$ cat config.mk
export PLATFORM = sky130hd
export DESIGN_NAME = haar2d_queue
export DESIGN_NICKNAME = d
export VERILOG_FILES = /design/src/haar2d_pkg.sv /design/src/haar2d_queue.sv
export VERILOG_INCLUDE_DIRS = /design/src /design/src/src
export SDC_FILE = /design/constraint.sdc
export NUM_CORES = 1
export LEC_CHECK = 0
export ABC_AREA = 1
export BUFFER_PORTS_ARGS = -buffer_cell sky130_fd_sc_hd__clkbuf_2
export CELL_PAD_IN_SITES_DETAIL_PLACEMENT = 0
export CELL_PAD_IN_SITES_GLOBAL_PLACEMENT = 2
export CORE_MARGIN = 2
export CORE_UTILIZATION = 40
export DETAILED_ROUTE_END_ITERATION = 7
export PLACE_DENSITY_LB_ADDON = 0.1
export SLEW_MARGIN = 20
export SYNTH_ARGS = -nofsm -noshare
export SYNTH_HDL_FRONTEND = slang
export SYNTH_SLANG_ARGS = --single-unit
$ cat constraint.sdc
create_clock -name clk -period 2.55 [get_ports clk]
set_input_delay 0.3825 -clock clk [delete_from_list [all_inputs] [get_ports clk]]
set_output_delay 0.3825 -clock clk [all_outputs]
set_load 0.03 [all_outputs]
$ cat src/haar_2d_analysis_one_level_top_defines.svh
// assertion macros shared by the haar 2d analysis rtl
// no dependencies; expects clk and rst in the scope of each use
`ifndef HAAR_2D_ANALYSIS_ONE_LEVEL_TOP_DEFINES_SVH
`define HAAR_2D_ANALYSIS_ONE_LEVEL_TOP_DEFINES_SVH

`ifndef SYNTHESIS

// property that must hold at every clock outside reset
`define HAAR2D_ASSERT(lbl, prop) \
  lbl: assert property (@(posedge clk) disable iff (rst) prop) \
    else $error("haar2d assertion failed");

// condition that must never be seen outside reset
`define HAAR2D_NEVER(lbl, cond) \
  lbl: assert property (@(posedge clk) disable iff (rst) !(cond)) \
    else $error("haar2d forbidden condition seen");

`else

`define HAAR2D_ASSERT(lbl, prop)
`define HAAR2D_NEVER(lbl, cond)

`endif

`endif

$ cat src/haar2d_pkg.sv
// types, constants and arithmetic helpers for the haar 2d analysis block
// no dependencies
package haar2d_pkg;

  // default size limits and queue depth
  localparam int MAX_WIDTH_DEF  = 1024;
  localparam int MAX_HEIGHT_DEF = 1024;
  localparam int QUEUE_DEPTH    = 4;

  // configuration port
  localparam int CFG_W     = 11;
  localparam int CFG_IDX_W = 1;
  localparam logic [CFG_W-1:0] SIZE_RESET = CFG_W'(1024);
  localparam logic [CFG_W-1:0] SIZE_MIN   = CFG_W'(2);

  typedef enum logic [CFG_IDX_W-1:0] {
    REG_IMAGE_WIDTH  = 1'b0,
    REG_IMAGE_HEIGHT = 1'b1
  } cfg_reg_t;

  // band index width on the result port
  localparam int BIDX_W = 9;

  // one row-pass pair as handed from front to back
  typedef struct packed {
    logic              odd_row;
    logic [7:0]        lo;
    logic [7:0]        hi;
    logic [BIDX_W-1:0] brow;
    logic [BIDX_W-1:0] bcol;
    logic              last;
  } pair_t;

  // (x + y) / 2
  function automatic logic [7:0] avg2(input logic [7:0] x, input logic [7:0] y);
    logic [8:0] s;
    s = {1'b0, x} + {1'b0, y};
    return s[8:1];
  endfunction

  // (x - y) / 2 rounded toward zero, plus 128
  function automatic logic [7:0] half_diff(input logic [7:0] x, input logic [7:0] y);
    logic signed [8:0] d;
    logic signed [8:0] h;
    logic signed [8:0] r;
    d = $signed({1'b0, x}) - $signed({1'b0, y});
    h = (d + $signed({8'd0, d[8]})) >>> 1;
    r = h + 9'sd128;
    return r[7:0];
  endfunction

endpackage

$ cat src/haar2d_queue.sv
// short queue of row-pass pairs between front and back
// depends on haar2d_pkg and the assertion macro header
`include "haar_2d_analysis_one_level_top_defines.svh"
module haar2d_queue import haar2d_pkg::*; #(
  parameter int DEPTH = QUEUE_DEPTH,
  parameter int DW    = 8
) (
  input  logic          clk,
  input  logic          rst,
  input  logic          push,
  input  logic [DW-1:0] din,
  output logic          full,
  input  logic          pop,
  output logic          valid,
  output logic [DW-1:0] dout
);

  localparam int PW = (DEPTH > 1) ? $clog2(DEPTH) : 1;
  localparam int NW = $clog2(DEPTH + 1);

  logic [DW-1:0] slots [DEPTH];
  logic [PW-1:0] wr_ptr;
  logic [PW-1:0] rd_ptr;
  logic [NW-1:0] count;

  assign full  = (count == NW'(DEPTH));
  assign valid = (count != '0);
  assign dout  = slots[rd_ptr];

  // pointers and fill level
  always_ff @(posedge clk) begin
    if (rst) begin
      wr_ptr <= '0;
      rd_ptr <= '0;
      count  <= '0;
    end else begin
      if (push) begin
        wr_ptr <= (wr_ptr == PW'(DEPTH - 1)) ? '0 : wr_ptr + PW'(1);
      end
      if (pop) begin
        rd_ptr <= (rd_ptr == PW'(DEPTH - 1)) ? '0 : rd_ptr + PW'(1);
      end
      if (push && !pop) begin
        count <= count + NW'(1);
      end else if (pop && !push) begin
        count <= count - NW'(1);
      end
    end
  end

  // slot storage
  always_ff @(posedge clk) begin
    if (push) begin
      slots[wr_ptr] <= din;
    end
  end

  `HAAR2D_NEVER(a_queue_overflow, push && full && !pop)
  `HAAR2D_NEVER(a_queue_underflow, pop && !valid)
  `HAAR2D_ASSERT(a_queue_level, (push && !pop) |=> (count == $past(count) + NW'(1)))

endmodule

==> results of run 1 <==
[cell families after synthesis]
logic type	synth area share, %
AOI/OAI and AO/OA	10.14
xor gates and xnor gates	0.5296
adders and majority gates	5.749
buffers and inverters	4.992
DFF	68.99
and+or+nand+nor	9.606
[registers in the layout, indices dropped and copies added, names as in the netlist, named ones only]
signal,flops
slots,32
count,3
wr_ptr,2
rd_ptr,2
[final timing paths]
| kind | startpoint | end | slack, ns | cells after the start |
|---|---|---|---|---|
| max | register | dout[4] | 0.40 | 4 |
| min | din[1] | slots[3][1]$_DFFE_PP_ | 0.31 | 1 |
| max reg2reg | wr_ptr[0]$_SDFFE_PP0P_ | slots[3][0]$_DFFE_PP_ | 1.27 | 3 |
| min reg2reg | wr_ptr[1]$_SDFFE_PP0P_ | wr_ptr[1]$_SDFFE_PP0P_ | 0.53 | 2 |
[layout make-up]
cell class | count | area (um^2)
timing repair buffer | 21 | 105.1
multi-input combinational | 77 | 430.4
fill | 365 | 2111
inverter | 16 | 60.06
tap | 50 | 62.56
clock buffer | 8 | 90.09
sequential | 41 | 1141
[through the flow]
step	hold slack, ns	util [%]	power [uW]	instances	instance area (um^2)
after floorplan	0.4549	-	937.9	136	1654
after global placement	0.5167	44.98	995.3	205	1799
after detailed placement	0.5313	44.98	1002	205	1799
after CTS	0.3038	47.23	1423	213	1889
after global routing	0.3061	47.23	1469	213	1889
final	0.3088	47.23	1404	213	1889
[cells in the mapped netlist]
master	number	share of area, %
edfxtp_1	32	58
o21ai_2	2	1.1
inv_1	15	3.4
o21ai_0	15	4.5
buf_6	2	1.4
fa_1	1	1.2
nand3_1	1	0.30
xor2_1	1	0.53
a21oi_1	3	0.91
ha_1	6	4.5
nand2_1	9	2.0
nand4_1	1	0.38
o22ai_1	8	3.0
o21ai_1	2	0.61
inv_2	1	0.23
dfxtp_1	9	11
nor3_1	3	0.91
nor2_1	23	5.2
nor2_2	2	0.76
[where the power goes]
| group | internal [uW] | switching [uW] | leakage [uW] | total (uW) |
|---|---|---|---|---|
| Combinational | 62.4 | 138 | 0.000349 | 201 |
| Clock | 220 | 200 | 0.0000455 | 420 |
| Sequential | 758 | 25.3 | 0.000369 | 783 |
[critical path, cell delays in order, from the launching register on]
cell and delay, ns:
dfxtp_1 0.66, inv_2 0.27, o21ai_0 0.25, o22ai_1 0.10, clkbuf_2 0.19
[routing by layer]
| layer | GRT usage, % | part of all wire (%) | vias up |
|---|---|---|---|
| met5 | 0 | 0 | - |
| met4 | 7.500 | 2.2 | 0 |
| met3 | 4.934 | 4.0 | 6 |
| met2 | 26.09 | 51 | 23 |
| met1 | 15.47 | 43 | 484 |
| li1 | - | - | 525 |
==> impl_metrics.yaml, run 1 <==
outcome:
  status: "finished, final reports clean"
global_routing:
  grt-ovfl-total: 0
  grt_pass1_vias: 1055
  grt_max_degree: 18
  grt_pass1_wl_um: 4733
  antenna_found_initial: 0
  grt_usage_pct: 14.74
die:
  die_w_um: 68.31
  coreArea_um2: 4000
  pin_count: 22
  die_h_um: 68.31
  row_count: 23
  die-area_um2: 4666
  initial_core_util_pct: 41.35
finish:
  final_common_cell: "edfxtp_1"
  num-nets-final: 181
  mostFrequentLayoutCells: "edfxtp_1, nor2_1, clkbuf_2, inv_1, o21ai_0"
  post_route_cells_drive_above_1_share_pct: 19.63
  syn_to_final_growth_pct: 14.22
  antenna_cells: 0
drt:
  drt_wl_total_um: 2889
  wl_per_cell_um: 13.56
  firstDrtPassIters: 4
  via_per_inst: 4.873
  drc: 0
  drtIter0Drc: 55
  ant_nets: 0
  via_count: 1038
timing:
  max_freq_ghz: 0.4661
  maxSlewViolCount: 0
  period_share_pct: 84.14
  final.setup_skew_ns: 0.003751
  min_period_ns: 2.146
  setup_slack_ns: 0.4044
  hold_viol_final: 0
  tightest_slew_ns: 0.5389
  maxSlewHeadroom_pct: 64.03
  grt_setup_unrepaired: "false"
  setup_viol: 0
  tns_ns: 0
synthesis:
  syn-instance-count: 136
  synth_cell_type_count: 19
  syn_area_um2: 1654
  synth_warnings: 0
  ys_ff_latch: 41
  syn-num-nets: 155
  seq_area_frac_synth_pct: 68.99
  syn_avg_cell_area_um2: 12.16
critical_path:
  crit_path_end_kind: "output port"
  crit_type: "reg -> out"
  cp-start-kind: "register"
  required_ns: 2.17
  path_max_fanout: 17
  critPathArrivalTime_ns: 1.76
power:
  ir_worst_vdd_v: 0.0003497
  p_per_area_nw_per_um2: 742.9
  p_leak_uw: 0.0007635
cts:
  clockBufferDepth: 2
  htree_levels: 2
  cts_hold_buf: 0
  insertion_delay_ns: 0.29
  cts_buffers: 5
  cts.root.buffer_cell: "clkbuf_8"
  cts_tree: "done"
  cts.sinks: 41
  cts_setup_buffers: 0
  clk_pin_slew_ns: 0.07
  cts_resized: 0
run:
  cap_violations: 0
placed_design:
  io_buffers: 21
  place_hpwl_um: 2015
  pre_cts_ws_ns: 0.6975
  place_congestion: 0.7268
worst_hold_path:
  hold_class: "in -> reg"
Power figures use the tool's default switching activity.
==> inputs of run 2 (changes only) <==
- CORE_UTILIZATION: 40 -> 37
- clock period: 2.55 -> 2.1 ns (I/O delays scaled with it)
==> run 2 against run 1 <==
Non-clock buffer count up 1; power up 19%; hold slack worse by 0.072 ns; utilization down 3.5 points; sequential power up 21%; count of clock-buffer cells in the layout down 1; clock skew up 0.0089 ns; critical path type unchanged; critical endpoint is now dout[0].
==> impl_metrics.yaml, run 2 (synthesized netlist as in run 1, its figures left out) <==
outcome:
  status: "finished, final reports clean"
finish:
  fillers: 442
  final_cell_area_um2: 1891
  top_register: "slots"
  largest_reg_flops: 32
  top_regs: "slots x32, count x3"
  post_route_cells_drive_above_1_share_pct: 20.12
  num-nets-final: 182
  mostFrequentLayoutCells: "edfxtp_1, nor2_1, clkbuf_2, inv_1, o21ai_0"
  seqCellArea_um2: 1141
  final_common_cell: "edfxtp_1"
  utilization_pct: 43.72
  multi_input_area_um2: 430.4
  syn_to_final_growth_pct: 14.30
  antenna_cells: 0
timing:
  min_period_ns: 1.812
  tightest_slew_ns: 0.4004
  period_share_pct: 86.29
  tns_ns: 0
  final.setup_skew_ns: 0.01262
  setup_viol: 0
  maxSlewHeadroom_pct: 73.27
  maxSlewViolCount: 0
  hold_viol_final: 0
  max_freq_ghz: 0.5518
  grt_setup_unrepaired: "false"
cts:
  cts.sinks: 41
  cts_hold_buf: 0
  cts.root.buffer_cell: "clkbuf_8"
  cts_resized: 0
  insertion_delay_ns: 0.29
  cts_buffers: 5
  clockBufferDepth: 2
  clk_pin_slew_ns: 0.07
  cts_setup_buffers: 0
  htree_levels: 2
  cts_tree: "done"
power:
  p_sw_share_pct: 26.06
  p_per_area_nw_per_um2: 880.1
  pwr-share-comb_pct: 14.8
  p_leak_uw: 0.0007654
  p_seq_share_pct: 56.9
  clockPowerShare_pct: 28.3
  p_sw_uw: 433.7
  internal_power_uw: 1230
  ir_worst_vdd_v: 0.0003370
drt:
  via_per_inst: 4.671
  drtIter0Drc: 50
  wl_per_cell_um: 12.77
  drc: 0
  via_count: 1009
  drt_wl_total_um: 2759
  ant_nets: 0
  firstDrtPassIters: 4
critical_path:
  required_ns: 1.78
  worst-path-stages: 4
  critical-path-top-delay-family: "buffers and inverters"
  worstPathCellList: "inv_1 > o21ai_0 > o22ai_1 > clkbuf_2"
  worstRegToRegCells: 3
  crit_type: "reg -> out"
  crit_buf_inv: 2
  crit_path_end_kind: "output port"
  cp-start-kind: "register"
  path_max_fanout: 9
  slowest_stage: "dfxtp_1"
  critPathMaxStageDelay_ns: 0.40
  critPathArrivalTime_ns: 1.50
die:
  die-area_um2: 5021
  initial_core_util_pct: 38.25
  row_count: 24
  coreArea_um2: 4324
  die_w_um: 70.86
  pin_count: 22
  die_h_um: 70.86
global_routing:
  grt_pass1_wl_um: 4340
  grt_pass1_vias: 931
  grt_use_met1_pct: 12.12
  grt_usage_pct: 12.07
  gr-max-usage-layer: "met2"
  grtUsageMet3_pct: 4.701
  met2_usage_pct: 21.81
  grt_max_degree: 17
  antenna_found_initial: 0
  grt-ovfl-total: 0
placed_design:
  io_buffers: 21
  place_congestion: 0.6741
  place_hpwl_um: 1954
  dpl-instance-area_um2: 1809
worst_hold_path:
  hold_class: "in -> reg"
  hold_depth: 1
run:
  cap_violations: 0
## run 2: layer usage
| layer | vias to the layer above | wire [um] |
|---|---|---|
| met5 | - | 0 |
| met4 | 0 | 55 |
| met3 | 6 | 150 |
| met2 | 19 | 1524 |
| met1 | 460 | 1029 |
| li1 | 524 | - |
## run 2: area by class of cell
class	count	area share, %
clock buffers	7	4.037
clock inverters	1	0.2647
flip-flops and latches	41	60.36
multi-input cells	77	22.77
well taps	52	3.441
repair buffers	22	5.956
inverters	16	3.177
## run 2: worst paths after layout
path / start / endpoint / slack, ns
worst max-delay path: register / dout[0] / 0.29
worst max register to register: wr_ptr[0]$_SDFFE_PP0P_ / slots[3][3]$_DFFE_PP_ / 0.77
worst min register to register: wr_ptr[1]$_SDFFE_PP0P_ / wr_ptr[1]$_SDFFE_PP0P_ / 0.53
worst min-delay path: din[6] / slots[2][6]$_DFFE_PP_ / 0.24
## run 2: power by group through the flow
stage / Sequential, uW / Clock, uW / Combinational, uW
floorplan: 959 / 0 / 180
global placement: 965 / 0 / 245
detailed placement: 966 / 0 / 250
CTS: 948 / 488 / 250
global route: 952 / 524 / 276
finish: 947 / 470 / 246
## run 2: per-stage QoR
step | setup WS (ns) | total power (uW) | hold WS (ns) | instances
after floorplan | 0.6525 | 1139 | 0.3874 | 136
after global placement | 0.5641 | 1211 | 0.5174 | 208
after detailed placement | 0.5551 | 1215 | 0.5270 | 208
after CTS | 0.2379 | 1686 | 0.2344 | 216
after global routing | 0.08206 | 1752 | 0.2312 | 216
final | 0.2879 | 1664 | 0.2368 | 216
==> inputs of run 3 (changes only) <==
- BUFFER_PORTS_ARGS: -buffer_cell sky130_fd_sc_hd__clkbuf_2 -> not set
- CORE_UTILIZATION: 37 -> 41
- DONT_BUFFER_PORTS: not set -> 1
- PLACE_DENSITY_LB_ADDON: 0.1 -> 0.2
==> run 3 against run 2 <==
First-iteration DRC count fell by 58%; fmax rose by 0.68%; clock skew fell by 0.0035 ns; flip-flop and latch count did not move; global-route usage rose by 1.4 points; power rose by 0.55%; clock power rose by 4%; sequential share of layout area rose by 1.1 points; die area fell by 9.2%; combinational power fell by 3%; non-clock buffer count fell by 12; critical endpoint is now dout[3]; largest power group unchanged.
==> impl_metrics.yaml, run 3 (synthesized netlist as in run 1, its figures left out) <==
placed_design:
  place_congestion: 0.6973
  io_buffers: 0
  placed_cells: 194
  place_hpwl_um: 1990
  pre_cts_ws_ns: 0.5878
global_routing:
  grt_pass1_vias: 865
  antenna_found_initial: 0
  grt_max_degree: 17
  grt-ovfl-total: 0
  grt_pass1_wl_um: 4098
  grt_usage_pct: 13.43
timing:
  maxSlewHeadroom_pct: 73.78
  tightest_slew_ns: 0.3928
  hold_viol_final: 0
  setup_viol: 0
  grt_setup_unrepaired: "false"
  maxSlewViolCount: 0
  setup_slack_ns: 0.3002
  min_period_ns: 1.800
  period_share_pct: 85.71
  max_freq_ghz: 0.5556
  tns_ns: 0
  final.setup_skew_ns: 0.009161
die:
  coreArea_um2: 3943
  row_count: 23
  die_h_um: 67.52
  die-area_um2: 4558
  pin_count: 22
  die_w_um: 67.52
  initial_core_util_pct: 41.95
worst_hold_path:
  min-delay-start: "rst"
  hold_depth: 1
  min_to: "wr_ptr[0]$_SDFFE_PP0P_"
  hold_class: "in -> reg"
cts:
  htree_levels: 2
  cts.sinks: 41
  cts_setup_buffers: 0
  clockBufferDepth: 2
  clk_pin_slew_ns: 0.08
  cts_resized: 0
  cts_hold_buf: 0
  cts_tree: "done"
  cts.root.buffer_cell: "clkbuf_8"
  cts_buffers: 5
  insertion_delay_ns: 0.29
power:
  p_per_area_nw_per_um2: 901.0
  p_seq_share_pct: 56.7
  pwr-share-comb_pct: 14.2
  ir_worst_vdd_v: 0.0004733
  internal_power_uw: 1235
  clockPowerShare_pct: 29.1
  power.total_uw: 1673
  p_sw_share_pct: 26.19
  p_leak_uw: 0.0007168
  p_sw_uw: 438.2
drt:
  drc: 0
  firstDrtPassIters: 4
  drtIter0Drc: 21
  ant_nets: 0
  via_count: 970
  wl_per_cell_um: 13.62
  drt_wl_total_um: 2752
  via_per_inst: 4.802
run:
  cap_violations: 0
finish:
  final_common_cell: "edfxtp_1"
  antenna_cells: 0
  utilization_pct: 47.10
  top_register: "slots"
  mostFrequentLayoutCells: "edfxtp_1, nor2_1, inv_1, o21ai_0, buf_4"
  post_route_cells_drive_above_1_share_pct: 14.47
  num-nets-final: 170
  largest_reg_flops: 32
  top_regs: "slots x32, count x3"
  syn_to_final_growth_pct: 12.25
  final_cell_count_no_fill: 202
critical_path:
  critPathMaxStageDelay_ns: 0.51
  ff2ff_setup_slack_ns: 0.82
  worstPathCellList: "inv_2 > o21ai_0 > o22ai_1 > buf_4"
  path_max_fanout: 16
  critical-path-top-delay-family: "flip-flops"
  worstRegToRegCells: 3
  slowest_stage: "dfxtp_1"
  r2r-end: "slots[3][2]$_DFFE_PP_"
  crit_type: "reg -> out"
  crit_path_end_kind: "output port"
  critPathArrivalTime_ns: 1.48
  crit_buf_inv: 2
  reg2reg_from: "wr_ptr[0]$_SDFFE_PP0P_"
  cp-start-kind: "register"
  required_ns: 1.78
outcome:
  status: "finished, final reports clean"
==> run 3: cell types whose count changed in the layout (fill, tap and decap cells not counted), sizes merged <==
| cell | previous run | this run |
|---|---|---|
| clkinv | 1 | 0 |
| clkinvlp | 0 | 2 |
| clkbuf | 28 | 6 |
| buf | 1 | 10 |
==> run 3: stage by stage <==
step,cell area (um^2),hold slack (ns)
after global placement,1769,0.3899
after CTS,1857,0.07276
final,1857,0.08326
after detailed placement,1769,0.3905
after global routing,1857,0.07153
after floorplan,1654,0.3874
==> run 3: worst max-delay path by stage <==
stage | end | depth (start not counted) | slack, ns | from
after floorplan | dout[1] | 4 | 0.65 | register
after global placement | count[2]$_SDFFE_PP0P_ | 10 | 0.66 | pop
after detailed placement | dout[3] | 4 | 0.59 | register
after CTS | dout[3] | 4 | 0.27 | register
after global routing | dout[3] | 4 | 0.16 | register
final | dout[3] | 4 | 0.30 | register
==> run 3: per-layer routing <==
metal  part of all wire (%)  up-vias  global-route usage, %
li1                       -      501                      -
met5                      0        -                      0
met4                    1.7        0                  5.357
met1                     43      445                  14.16
met2                     50       19                  22.92
met3                    5.4        5                  6.500
==> run 3: layout make-up <==
class	count	area [um^2]
Clock inverter	2	15.01
Clock buffer	6	72.57
Timing Repair Buffer	10	75.07
Multi-Input combinational cell	77	430.4
Sequential cell	41	1141
Fill cell	357	2086
Inverter	16	60.06
Tap cell	50	62.56
==> run 3: power by group through the flow <==
stage	logic (uW)	registers, uW	clock network [uW]
floorplan	180	959	0
global placement	237	965	0
detailed placement	242	967	0
CTS	242	949	506
global route	267	954	535
finish	238	948	487
==> run 3: worst register-to-register path, stage by stage, from the launching register on <==
cell	delay [ns]
dfxtp_1	0.40
ha_1	0.20
nand2_1	0.06
inv_1	0.28
