--- config.mk ---
export PLATFORM = sky130hd
export DESIGN_NAME = haar2d_front
export DESIGN_NICKNAME = d
export VERILOG_FILES = /design/src/haar_2d_analysis_one_level_top_defines.svh /design/src/haar2d_pkg.sv /design/src/haar2d_front.sv
export SDC_FILE = /design/constraint.sdc
export NUM_CORES = 1
export LEC_CHECK = 0
export ABC_AREA = 1
export BUFFER_PORTS_ARGS = -buffer_cell sky130_fd_sc_hd__buf_2
export CORE_MARGIN = 2
export CORE_UTILIZATION = 60
export DETAILED_ROUTE_END_ITERATION = 10
export HOLD_SLACK_MARGIN = 0.02
export PLACE_DENSITY = 0.83
export SYNTH_ARGS = -nofsm -noshare
export SYNTH_HDL_FRONTEND = slang
export SYNTH_SLANG_ARGS = --single-unit
--- constraint.sdc ---
create_clock -name clk -period 5.3 [get_ports clk]
set_input_delay 0.265 -clock clk [delete_from_list [all_inputs] [get_ports clk]]
set_output_delay 0.265 -clock clk [all_outputs]
set_load 0.02 [all_outputs]
--- src/haar_2d_analysis_one_level_top_defines.svh ---
// assertion macros shared by the haar 2d analysis rtl
// no dependencies; expects clk and rst in the scope of each use
`ifndef HAAR_2D_ANALYSIS_ONE_LEVEL_TOP_DEFINES_SVH
`define HAAR_2D_ANALYSIS_ONE_LEVEL_TOP_DEFINES_SVH

`ifndef SYNTHESIS

// property that must hold at every clock outside reset
`define HAAR2D_ASSERT(lbl, prop) \
  lbl: assert property (@(posedge clk) disable iff (rst) prop) \
    else $error("haar2d assertion failed");

// condition that must never be seen outside reset
`define HAAR2D_NEVER(lbl, cond) \
  lbl: assert property (@(posedge clk) disable iff (rst) !(cond)) \
    else $error("haar2d forbidden condition seen");

`else

`define HAAR2D_ASSERT(lbl, prop)
`define HAAR2D_NEVER(lbl, cond)

`endif

`endif

--- src/haar2d_pkg.sv ---
// types, constants and arithmetic helpers for the haar 2d analysis block
// no dependencies
package haar2d_pkg;

  // default size limits and queue depth
  localparam int MAX_WIDTH_DEF  = 1024;
  localparam int MAX_HEIGHT_DEF = 1024;
  localparam int QUEUE_DEPTH    = 4;

  // configuration port
  localparam int CFG_W     = 11;
  localparam int CFG_IDX_W = 1;
  localparam logic [CFG_W-1:0] SIZE_RESET = CFG_W'(1024);
  localparam logic [CFG_W-1:0] SIZE_MIN   = CFG_W'(2);

  typedef enum logic [CFG_IDX_W-1:0] {
    REG_IMAGE_WIDTH  = 1'b0,
    REG_IMAGE_HEIGHT = 1'b1
  } cfg_reg_t;

  // band index width on the result port
  localparam int BIDX_W = 9;

  // one row-pass pair as handed from front to back
  typedef struct packed {
    logic              odd_row;
    logic [7:0]        lo;
    logic [7:0]        hi;
    logic [BIDX_W-1:0] brow;
    logic [BIDX_W-1:0] bcol;
    logic              last;
  } pair_t;

  // (x + y) / 2
  function automatic logic [7:0] avg2(input logic [7:0] x, input logic [7:0] y);
    logic [8:0] s;
    s = {1'b0, x} + {1'b0, y};
    return s[8:1];
  endfunction

  // (x - y) / 2 rounded toward zero, plus 128
  function automatic logic [7:0] half_diff(input logic [7:0] x, input logic [7:0] y);
    logic signed [8:0] d;
    logic signed [8:0] h;
    logic signed [8:0] r;
    d = $signed({1'b0, x}) - $signed({1'b0, y});
    h = (d + $signed({8'd0, d[8]})) >>> 1;
    r = h + 9'sd128;
    return r[7:0];
  endfunction

endpackage

--- src/haar2d_front.sv ---
// front end: size registers, raster counters and the row pass
// depends on haar2d_pkg
module haar2d_front import haar2d_pkg::*; #(
  parameter int MAX_WIDTH  = MAX_WIDTH_DEF,
  parameter int MAX_HEIGHT = MAX_HEIGHT_DEF,
  parameter int AW         = 9
) (
  input  logic                 clk,
  input  logic                 rst,
  input  logic                 cfg_we,
  input  logic [CFG_IDX_W-1:0] cfg_index,
  input  logic [CFG_W-1:0]     cfg_data,
  input  logic                 in_valid,
  output logic                 in_stall,
  input  logic [7:0]           pixel,
  input  logic                 q_full,
  output logic                 push,
  output logic [AW-1:0]        push_addr,
  output pair_t                push_pair
);

  localparam int CW  = $clog2(MAX_WIDTH);
  localparam int RW  = $clog2(MAX_HEIGHT);
  localparam int WW  = $clog2(MAX_WIDTH + 1);
  localparam int HW  = $clog2(MAX_HEIGHT + 1);
  localparam int WCW = (WW > CFG_W) ? WW : CFG_W;
  localparam int HCW = (HW > CFG_W) ? HW : CFG_W;

  logic [CFG_W-1:0] image_width;
  logic [CFG_W-1:0] image_height;
  logic [CW-1:0]    column_count;
  logic [RW-1:0]    row_count;
  logic [7:0]       pending;

  logic [WW-1:0] w_eff;
  logic [HW-1:0] h_eff;
  logic [CW-1:0] col0;
  logic [RW-1:0] row0;
  logic [WW-1:0] col1;
  logic [HW-1:0] row1;
  logic [CW-1:0] column_count_next;
  logic [RW-1:0] row_count_next;
  logic          accept;
  logic          last_col;
  logic          last_row;

  // clamp the programmed size into the supported range
  always_comb begin
    if (image_width < SIZE_MIN) begin
      w_eff = WW'(2);
    end else if (WCW'(image_width) > WCW'(MAX_WIDTH)) begin
      w_eff = WW'(MAX_WIDTH);
    end else begin
      w_eff = WW'(image_width);
    end
    if (image_height < SIZE_MIN) begin
      h_eff = HW'(2);
    end else if (HCW'(image_height) > HCW'(MAX_HEIGHT)) begin
      h_eff = HW'(MAX_HEIGHT);
    end else begin
      h_eff = HW'(image_height);
    end
  end

  // position of this pixel, with wrap after a size change
  always_comb begin
    col0 = (WW'(column_count) >= w_eff) ? '0 : column_count;
    row0 = (HW'(row_count) >= h_eff) ? '0 : row_count;
    col1 = WW'(col0) + WW'(1);
    row1 = HW'(row0) + HW'(1);
    if (col1 >= w_eff) begin
      column_count_next = '0;
      row_count_next    = (row1 >= h_eff) ? '0 : RW'(row1);
    end else begin
      column_count_next = CW'(col1);
      row_count_next    = row0;
    end
  end

  // last block of the frame
  assign last_col = (WW'(col0 >> 1) == (w_eff >> 1) - WW'(1));
  assign last_row = (HW'(row0 >> 1) == (h_eff >> 1) - HW'(1));

  // handshake: hold off only when the queue has no room
  assign in_stall = q_full;
  assign accept   = in_valid && !in_stall;

  // row pass of the current pair
  assign push              = accept && col0[0];
  assign push_addr         = AW'(col0 >> 1);
  assign push_pair.odd_row = row0[0];
  assign push_pair.lo      = avg2(pending, pixel);
  assign push_pair.hi      = half_diff(pending, pixel);
  assign push_pair.brow    = BIDX_W'(row0 >> 1);
  assign push_pair.bcol    = BIDX_W'(col0 >> 1);
  assign push_pair.last    = last_col && last_row;

  // size registers
  always_ff @(posedge clk) begin
    if (rst) begin
      image_width  <= SIZE_RESET;
      image_height <= SIZE_RESET;
    end else if (cfg_we) begin
      unique case (cfg_reg_t'(cfg_index))
        REG_IMAGE_WIDTH:  image_width  <= cfg_data;
        REG_IMAGE_HEIGHT: image_height <= cfg_data;
      endcase
    end
  end

  // raster counters and left pixel of the pair
  always_ff @(posedge clk) begin
    if (rst) begin
      column_count <= '0;
      row_count    <= '0;
      pending      <= '0;
    end else if (accept) begin
      column_count <= column_count_next;
      row_count    <= row_count_next;
      if (!col0[0]) begin
        pending <= pixel;
      end
    end
  end

endmodule

==> results.py, run 1 <==
metrics = {
    "run_status": {
        "status": "complete, no violations",
    },
    "die": {
        "die_area_um2": 9799,
        "core_area_um2": 8721,
        "row_count": 34,
        "dieWidth_um": 98.99,
        "ioPinCount": 72,
        "start_util_pct": 62.08,
        "die_h_um": 98.99,
    },
    "place": {
        "gp_congestion": 1.002,
        "dpl.hpwl_mm": 12.08,
        "port_buffers": 71,
    },
    "timing": {
        "slew_violations": 0,
        "relSlewSlack_pct": 30.88,
        "min_period_ns": 4.825,
        "finalClockSkew_ns": 0.01554,
        "setup_violations": 0,
        "fin_crit_sh_pct": 91.05,
        "worst_slew_pin_slew_ns": 1.033,
        "fmax_ghz": 0.2072,
        "hold_viol": 0,
        "holdWs_ns": 0.1845,
    },
    "logic_synthesis": {
        "ys.flop_type": "dfxtp_1",
        "post_synth_num_cell_types": 44,
        "ys_seq_elements": 50,
        "synth_top_family_by_area": "simple AND/OR/NAND/NOR gates",
        "syn-instance-count": 861,
        "synth_area_um2": 5414,
        "synthXorXnorAreaFrac_pct": 4.345,
        "synth_top_area_cell": "dfxtp_1",
        "synth_most_common_cell": "nand2_1",
        "yosys.area_share.simple_pct": 38.29,
        "async_flop_share_pct": 0,
        "syn-mean-instance-area_um2": 6.288,
        "synth.top_cell.area_share_pct": 18.49,
        "synthAdderAreaFrac_pct": 15.30,
        "synth_compound_area_share_pct": 13.03,
        "yosys-top-cells-area": "dfxtp_1 18%, nand2_1 16%, ha_1 15%",
        "seq_area_frac_synth_pct": 18.49,
        "synth_nets": 951,
        "synth_edf_count": 0,
        "synth_commonest_cells": "233 x nand2_1, 102 x inv_1, 101 x nor2_1",
        "synth_mux_area_share_pct": 0,
        "ys_warn_count": 0,
    },
    "power": {
        "irDropWorstVdd_mv": 0.1514,
        "p_comb_share_pct": 40.5,
        "switchingPower_mw": 0.4781,
        "swShare_pct": 42.72,
        "p_leak_nw": 3.104,
        "intPower_mw": 0.6412,
        "p_seq_share_pct": 36.9,
        "clkPwrFrac_pct": 22.5,
        "p_per_area_nw_per_um2": 188.0,
    },
    "global_routing": {
        "antenna_found_initial": 0,
        "grt-ovfl-total": 0,
        "grt_max_degree": 33,
        "grt_usage_pct": 30.69,
        "first_global_vias": 5187,
        "grt_pass1_wl_mm": 24.65,
    },
    "drt": {
        "antenna_left": 0,
        "dr_total_vias": 5697,
        "drtPass1Iterations": 5,
        "drc": 0,
        "drtIter0Drc": 365,
        "viasPerCell": 5.531,
        "wirelength_mm": 14.89,
        "wire_per_inst_um": 14.46,
    },
    "clock_tree": {
        "clk_path_buf_depth": 2,
        "clk_pin_slew_worst_paths_ns": 0.12,
        "cts_tree": "yes",
        "clockRootBuffer": "clkbuf_8",
        "hold_buffers": 0,
        "clkSinkCount": 50,
        "htreeDepth": 2,
        "cts_buffers": 5,
        "clk_latency_ns": 0.33,
    },
    "critical_path": {
        "cpPeakStageDelay_ns": 0.39,
        "crit_required_ns": 5.56,
        "cp-end-kind": "flip-flop",
        "slowest_stage": "dfxtp_1",
        "cp-start-kind": "flip-flop",
        "critical_path.most_common_cell": "nand2_1",
        "crit_type": "flip-flop to flip-flop",
        "path_max_fanout": 15,
        "worstPathArrival_ns": 5.09,
    },
    "flow_run": {
        "maxCapViolCount": 0,
    },
    "finish": {
        "diodes": 0,
        "layout-drive-gt1-share_pct": 16.38,
        "nNetsFinal": 1011,
        "utilization_pct": 68.26,
        "area_growth_pct": 9.961,
    },
    "hold_path": {
        "hold_class": "primary input to flip-flop",
    },
}
-- flip-flops by register name, summed over array words and instances (netlist names) --
signal        count
row_count        10
pending           8
image_width      11
column_count     10
image_height     11
-- power groups by stage --
stage / sequential [mW] / clock [mW] / combinational [mW]
finish: 0.414 / 0.252 / 0.453
global route: 0.417 / 0.268 / 0.505
CTS: 0.412 / 0.252 / 0.442
detailed placement: 0.421 / 0 / 0.438
global placement: 0.421 / 0 / 0.434
floorplan: 0.415 / 0 / 0.337
-- path summary, 6_finish.rpt --
| check | start | endpoint | slack [ns] | cells after the start |
|---|---|---|---|---|
| setup / recovery | image_width[3]$_SDFFE_PP0P_ | column_count[6]$_SDFFE_PP0P_ | 0.47 | 29 |
| hold / removal | cfg_data[1] | image_width[1]$_SDFFE_PP0P_ | 0.18 | 3 |
| setup reg to reg | image_width[3]$_SDFFE_PP0P_ | column_count[6]$_SDFFE_PP0P_ | 0.47 | 29 |
| hold reg to reg | column_count[0]$_SDFFE_PP0P_ | column_count[0]$_SDFFE_PP0P_ | 0.48 | 2 |
-- area by class of cell --
cell class                 instances  area (µm²)
tap                              108       135.1
inverter                         113       424.2
timing repair buffer              78       407.9
clock buffer                       5       68.82
clock inverter                     3       27.53
sequential                        50        1001
fill                             823        2768
multi-input combinational        673        3889
-- what timing repair did --
| action | CTS | global route |
|---|---|---|
| resized for setup | 0 | 12 |
| setup buffers | 0 | 2 |
| setup endpoints to repair | 0 | 20 |
-- routing by layer --
layer / GRT usage, % / wire length [µm]
met3: 4.823 / 1249
met4: 7.903 / 281
met2: 47.97 / 6379
met5: 0 / 0
met1: 44.18 / 6980
-- kinds of logic (layout without fill, tap and decap cells) --
logic type / count (synthesis) / after routing
AND/OR/NAND/NOR: 458 / 458
buffers and inverters: 138 / 199
AO/OA/AOI/OAI: 124 / 124
adder cells (fa/ha/maj): 65 / 65
flip-flops: 50 / 50
XOR/XNOR: 26 / 26
-- placed cells by master (no fill, tap or decap), types with 8 or more instances in the layout --
cell type	count
inv_1	102
nand4_1	14
buf_2	71
xor2_1	21
nor2_4	14
nor2_2	10
inv_2	10
nand3_1	57
a21oi_1	55
ha_1	63
dfxtp_1	50
nand2_1	227
nand2_2	12
nor3_1	8
o21ai_0	44
nor2_1	101
-- worst max-delay path: cells and delay by family (launching register included) --
family	cells	cell delay, ns
buffers and inverters	3	0.22
AO/OA/AOI/OAI	3	0.42
adder cells (fa/ha/maj)	3	0.89
AND/OR/NAND/NOR	20	2.85
flip-flops	1	0.39
-- stage by stage --
step	std cells	power, mW	area (µm²)	TNS, ns	worst slack, ns
after global placement	1020	0.8550	5796	0	0.4429
after CTS	1028	1.106	5892	0	0.1676
after global routing	1030	1.189	5953	-0.07507	-0.02661
after detailed placement	1020	0.8590	5796	0	0.2081
final	1030	1.119	5953	0	0.4745
after floorplan	861	0.7520	5414	0	0.7065
(Power assumes the default switching activity.)
==> inputs of run 2 (changes only) <==
- ABC_AREA: 1 -> 0
- CORE_UTILIZATION: 60 -> 59
- PLACE_DENSITY: 0.83 -> 0.82
==> results.py, run 2 <==
metrics = {
    "logic_synthesis": {
        "synthXorXnorAreaFrac_pct": 9.316,
        "synth_edf_count": 0,
        "synth_most_common_cell": "nand2_1",
        "synth_commonest_cells": "89 x nand2_1, 63 x ha_1, 53 x a21oi_1",
        "synth_nets": 720,
        "synth.top_cell.area_share_pct": 20.88,
        "synth_top_area_cell": "dfxtp_1",
        "post_synth_num_cell_types": 67,
        "synth_top_family_by_area": "simple AND/OR/NAND/NOR gates",
        "ys.flop_type": "dfxtp_1",
        "ys_seq_elements": 50,
        "syn-mean-instance-area_um2": 7.610,
        "yosys-top-cells-area": "dfxtp_1 21%, ha_1 16%, nand2_1 7.0%",
        "ys_warn_count": 0,
        "async_flop_share_pct": 0,
        "synth_compound_area_share_pct": 18.92,
        "seq_area_frac_synth_pct": 20.88,
        "yosys.area_share.simple_pct": 24.77,
        "synth_mux_area_share_pct": 2.296,
        "syn-instance-count": 630,
        "synth_area_um2": 4795,
        "synthAdderAreaFrac_pct": 17.28,
    },
    "timing": {
        "fin_crit_sh_pct": 95.72,
        "holdWs_ns": 0.1615,
        "hold_viol": 0,
        "slew_violations": 0,
        "worst_slew_pin_slew_ns": 1.146,
        "finalClockSkew_ns": 0.01199,
        "min_period_ns": 5.073,
        "fmax_ghz": 0.1971,
        "setup_violations": 0,
        "relSlewSlack_pct": 23.48,
    },
    "clock_tree": {
        "clockRootBuffer": "clkbuf_8",
        "htreeDepth": 2,
        "clkSinkCount": 50,
        "clk_path_buf_depth": 2,
        "clk_latency_ns": 0.33,
        "clk_pin_slew_worst_paths_ns": 0.11,
        "cts_tree": "yes",
        "cts_buffers": 5,
    },
    "critical_path": {
        "crit_type": "flip-flop to flip-flop",
        "worstPathArrival_ns": 5.32,
        "crit_required_ns": 5.55,
        "cp-start-kind": "flip-flop",
        "cp-end-kind": "flip-flop",
        "path_max_fanout": 8,
    },
    "global_routing": {
        "grt_pass1_wl_mm": 19.98,
        "antenna_found_initial": 0,
        "grt_usage_pct": 27.53,
        "grt-ovfl-total": 0,
        "first_global_vias": 4342,
        "grt_max_degree": 44,
    },
    "finish": {
        "final_common_cell": "nand2_1",
        "nNetsFinal": 777,
        "utilization_pct": 68.73,
        "layout-drive-gt1-share_pct": 16.72,
        "area_growth_pct": 11.93,
        "diodes": 0,
        "top_regs": "image_height: 11 flops, image_width: 11 flops",
        "fillCellCount": 684,
        "final_cell_mix": "89 x nand2_1, 71 x buf_2, 63 x ha_1",
    },
    "drt": {
        "drtIter0Drc": 287,
        "wire_per_inst_um": 15.22,
        "drtPass1Iterations": 7,
        "antenna_left": 0,
        "viasPerCell": 5.987,
        "wirelength_mm": 12.03,
        "dr_total_vias": 4730,
        "drc": 0,
    },
    "power": {
        "p_leak_nw": 2.526,
        "irDropWorstVdd_mv": 0.1362,
        "p_per_area_nw_per_um2": 180.1,
    },
    "die": {
        "die_h_um": 94.15,
        "die_area_um2": 8863,
        "row_count": 32,
        "ioPinCount": 72,
        "start_util_pct": 61.41,
        "dieWidth_um": 94.15,
        "core_area_um2": 7807,
    },
    "place": {
        "port_buffers": 71,
        "dpl.hpwl_mm": 9.456,
        "gp_congestion": 0.9187,
    },
    "flow_run": {
        "maxCapViolCount": 0,
    },
    "run_status": {
        "status": "complete, no violations",
    },
    "hold_path": {
        "hold_class": "primary input to flip-flop",
    },
}
-- run 2: cell count changes after synthesis, sizes merged, moves of 9 or more --
cell and change:
nand2 -151, inv -77, nor2 -72, nand3 -38
o21ai -25, xnor2 +23, and3 +11, clkbuf +11
mux2i +11, a21o +9, and2 +9
-- run 2: layout make-up --
cell class / instances / area [µm²] / share of cell area, %
clock buffer: 5 / 68.82 / 1.282
timing repair buffer: 85 / 460.4 / 8.580
tap: 102 / 127.6 / 2.378
multi-input combinational: 510 / 3548 / 66.12
sequential: 50 / 1001 / 18.65
inverter: 35 / 131.4 / 2.448
clock inverter: 3 / 28.78 / 0.5363
-- run 2: cells by family (layout without fill, tap and decap cells) --
group                    Yosys count  after routing
AND/OR/NAND/NOR                  245            245
buffers and inverters             71            128
AO/OA/AOI/OAI                    137            138
XOR/XNOR                          51             51
multiplexers                      11             11
flip-flops                        50             50
adder cells (fa/ha/maj)           65             65
-- run 2: through the flow --
stage                     cell area, µm²  worst slack (ns)  std cells  power, mW  setup TNS (ns)
after floorplan                     4795           0.02728        630     0.6309               0
after global placement              5185            0.2672        779     0.7025               0
after detailed placement            5185          -0.01413        779     0.7110        -0.04486
after CTS                           5291           0.02927        787     0.9570               0
after global routing                5366          -0.02525        790      1.018        -0.02525
final                               5366            0.2269        790     0.9666               0
-- run 2: repair_timing --
action,CTS,global route
gates cloned,0,1
hold buffers,0,0
pin swaps,0,4
setup buffers,0,2
endpoints found under the setup margin,9,19
gates resized for setup,2,10
-- run 2: path summary, 6_finish.rpt --
kind	cells after the start	start	slack, ns	end
worst min register to register	2	image_width[0]$_SDFFE_PP0P_	0.51	image_width[0]$_SDFFE_PP0P_
worst max register to register	22	image_height[7]$_SDFFE_PP0P_	0.23	row_count[0]$_SDFFE_PP0P_
worst min-delay path	2	cfg_data[10]	0.16	image_width[10]$_SDFFE_PP1P_
worst max-delay path	22	image_height[7]$_SDFFE_PP0P_	0.23	row_count[0]$_SDFFE_PP0P_
-- run 2: critical path: stages (launching register included) --
cell	delay, ns
dfxtp_1	0.38
nor4_4	0.31
nand2_1	0.13
o311a_1	0.36
ha_1	0.28
nand2b_1	0.13
a31oi_1	0.19
o32a_2	0.25
nand2_1	0.10
nor2_1	0.16
ha_1	0.24
inv_1	0.06
nor2_1	0.14
nand2_1	0.10
xor2_1	0.24
ha_1	0.29
o21a_1	0.17
o2111ai_1	0.25
nor2_1	0.08
a211oi_1	0.26
o41a_1	0.25
or3b_2	0.46
a31oi_1	0.15
-- run 2: power by group --
group / switching (mW) / leakage [nW] / internal (mW)
Combinational: 0.189 / 2.07 / 0.125
Clock: 0.151 / 0.0502 / 0.0982
Sequential: 0.0154 / 0.407 / 0.388
-- run 2: per-layer routing --
layer	vias up	wire length, µm	share of wire [%]	global-route usage [%]
met3	17	677	5.6	2.889
met5	-	0	0	0
met2	181	5747	48	46.31
met4	0	143	1.2	6.039
met1	2212	5458	45	37.97
li1	2320	-	-	-
==> inputs of run 3 (changes only) <==
- ABC_CLOCK_PERIOD_IN_PS: default -> 5300
- BUFFER_PORTS_ARGS: -buffer_cell sky130_fd_sc_hd__buf_2 -> -buffer_cell sky130_fd_sc_hd__buf_4
==> results.py, run 3 (synthesis results as in run 2) <==
metrics = {
    "run_status": {
        "status": "complete, no violations",
    },
    "global_routing": {
        "antenna_found_initial": 0,
        "grt-ovfl-total": 0,
        "grt_usage_pct": 28.16,
        "grt_pass1_wl_mm": 20.36,
        "first_global_vias": 4331,
        "grt_max_degree": 44,
    },
    "finish": {
        "utilization_pct": 71.44,
        "layout-drive-gt1-share_pct": 17.51,
        "top_regs": "image_height: 11 flops, image_width: 11 flops",
        "diodes": 0,
        "nNetsFinal": 780,
        "final_cell_mix": "89 x nand2_1, 88 x buf_4, 63 x ha_1",
        "fillCellCount": 631,
        "area_growth_pct": 16.34,
        "fin_cells": 793,
        "final_common_cell": "nand2_1",
    },
    "die": {
        "start_util_pct": 61.41,
        "die_h_um": 94.15,
        "ioPinCount": 72,
        "row_count": 32,
        "core_area_um2": 7807,
        "die_area_um2": 8863,
        "dieWidth_um": 94.15,
    },
    "critical_path": {
        "cp-end-kind": "flip-flop",
        "worstPathArrival_ns": 5.34,
        "critical_path.most_common_cell": "ha_1",
        "path_max_fanout": 6,
        "r2r_start": "image_width[7]$_SDFFE_PP0P_",
        "r2r_slack_ns": 0.23,
        "cp_cell_sequence": "or4_4, o311a_1, ha_1, nand2b_1, nand3_1, a211o_1, a221o_1, and2_1, ha_1, nand3_2, nor2_1, xnor2_1, nor2_1, ha_1, o21a_1, o21a_1, o21ai_0, a21oi_2, or3_4, a21oi_4, a22o_1",
        "slowest_stage": "or4_4",
        "crit_required_ns": 5.57,
        "crit_family": "compound AO/OA/AOI/OAI gates",
        "cp-start-kind": "flip-flop",
        "r2r_cells": 21,
        "rr_endpoint": "row_count[7]$_SDFFE_PP0P_",
        "crit_type": "flip-flop to flip-flop",
        "worst-path-buf-inv": 0,
        "cpPeakStageDelay_ns": 0.57,
    },
    "clock_tree": {
        "clockRootBuffer": "clkbuf_8",
        "clk_latency_ns": 0.31,
        "hold_buffers": 0,
        "clk_path_buf_depth": 2,
        "clk_pin_slew_worst_paths_ns": 0.11,
        "clkSinkCount": 50,
        "htreeDepth": 2,
        "cts_tree": "yes",
        "cts_buffers": 5,
    },
    "power": {
        "switchingPower_mw": 0.3578,
        "intPower_mw": 0.6339,
        "p_seq_share_pct": 40.8,
        "swShare_pct": 36.08,
        "clkPwrFrac_pct": 25.1,
        "p_leak_nw": 2.552,
        "p_comb_share_pct": 34.2,
        "irDropWorstVdd_mv": 0.1288,
        "p_per_area_nw_per_um2": 177.8,
    },
    "drt": {
        "viasPerCell": 5.999,
        "drc": 0,
        "drtIter0Drc": 298,
        "drtPass1Iterations": 5,
        "wire_per_inst_um": 15.72,
        "wirelength_mm": 12.46,
        "antenna_left": 0,
        "dr_total_vias": 4757,
    },
    "timing": {
        "slew_violations": 0,
        "fmax_ghz": 0.1971,
        "worst_slew_pin_slew_ns": 1.032,
        "hold_viol": 0,
        "min_period_ns": 5.075,
        "holdWs_ns": 0.1799,
        "setup_violations": 0,
        "fin_crit_sh_pct": 95.75,
        "finalClockSkew_ns": 0.006871,
        "tns_ns": 0,
        "relSlewSlack_pct": 31.04,
        "setup_ws_ns": 0.2254,
    },
    "flow_run": {
        "maxCapViolCount": 0,
    },
    "place": {
        "dpl.hpwl_mm": 9.603,
        "post-place-ws_ns": 0.01128,
        "post-place-cells": 779,
        "port_buffers": 71,
        "gp_congestion": 0.9342,
    },
    "hold_path": {
        "worstHoldStart": "cfg_data[10]",
        "min_path_cells": 2,
        "hold_class": "primary input to flip-flop",
        "hold_end": "image_width[10]$_SDFFE_PP1P_",
    },
}
==> run 3: repair_timing <==
| action | 4_1_cts | 5_1_grt |
|---|---|---|
| setup buffers | 0 | 5 |
| pin swaps | 1 | 4 |
| endpoints found under the setup margin | 9 | 20 |
| gates cloned | 0 | 1 |
| resized for setup | 1 | 14 |
==> run 3: metal layers <==
metal	GRT usage, %	up-vias	part of all wire [%]
li1	-	2311	-
met1	38.58	2230	45
met2	46.13	187	47
met3	3.291	29	6.0
met4	8.816	0	2.2
met5	0	-	0
==> run 3: worst register-to-register path: stages, from the launching register on <==
cell and delay [ns]:
dfxtp_2 0.36, or4_4 0.57, o311a_1 0.34, ha_1 0.28
nand2b_1 0.09, nand3_1 0.08, a211o_1 0.29, a221o_1 0.39
and2_1 0.20, ha_1 0.25, nand3_2 0.11, nor2_1 0.07
xnor2_1 0.12, nor2_1 0.22, ha_1 0.31, o21a_1 0.12
o21a_1 0.16, o21ai_0 0.24, a21oi_2 0.08, or3_4 0.39
a21oi_4 0.22, a22o_1 0.15
==> run 3: per-stage QoR <==
stage	power, mW	instance area [µm²]
after global routing	1.043	5578
after detailed placement	0.7313	5363
after CTS	0.9761	5468
final	0.9917	5578
after floorplan	0.6309	4795
after global placement	0.7233	5363
==> run 3: worst max path at each step <==
stage                                      to                          from  depth (start not counted)
floorplan           row_count[1]$_SDFFE_PP0P_   image_width[3]$_SDFFE_PP0P_                         23
global placement    row_count[6]$_SDFFE_PP0P_   image_width[7]$_SDFFE_PP0P_                         21
detailed placement  row_count[3]$_SDFFE_PP0P_   image_width[7]$_SDFFE_PP0P_                         21
CTS                 row_count[3]$_SDFFE_PP0P_   image_width[7]$_SDFFE_PP0P_                         21
global route        row_count[0]$_SDFFE_PP0P_  image_height[7]$_SDFFE_PP0P_                         23
finish              row_count[7]$_SDFFE_PP0P_   image_width[7]$_SDFFE_PP0P_                         21
==> run 3: layout make-up <==
cell class | count | area (µm²) | area share [%]
clock buffer | 5 | 68.82 | 1.234
clock inverter | 3 | 28.78 | 0.5159
inverter | 35 | 135.1 | 2.423
multi-input combinational | 510 | 3555 | 63.73
sequential | 50 | 1002 | 17.97
tap | 102 | 127.6 | 2.288
timing repair buffer | 88 | 660.6 | 11.84
==> run 3: power groups by stage <==
stage / Clock (mW) / Combinational, mW / Sequential [mW]
6_report: 0.249 / 0.339 / 0.404
4_1_cts: 0.250 / 0.324 / 0.402
3_3_place_gp: 0 / 0.313 / 0.410
5_1_grt: 0.268 / 0.369 / 0.406
3_5_place_dp: 0 / 0.320 / 0.411
2_1_floorplan: 0 / 0.224 / 0.407
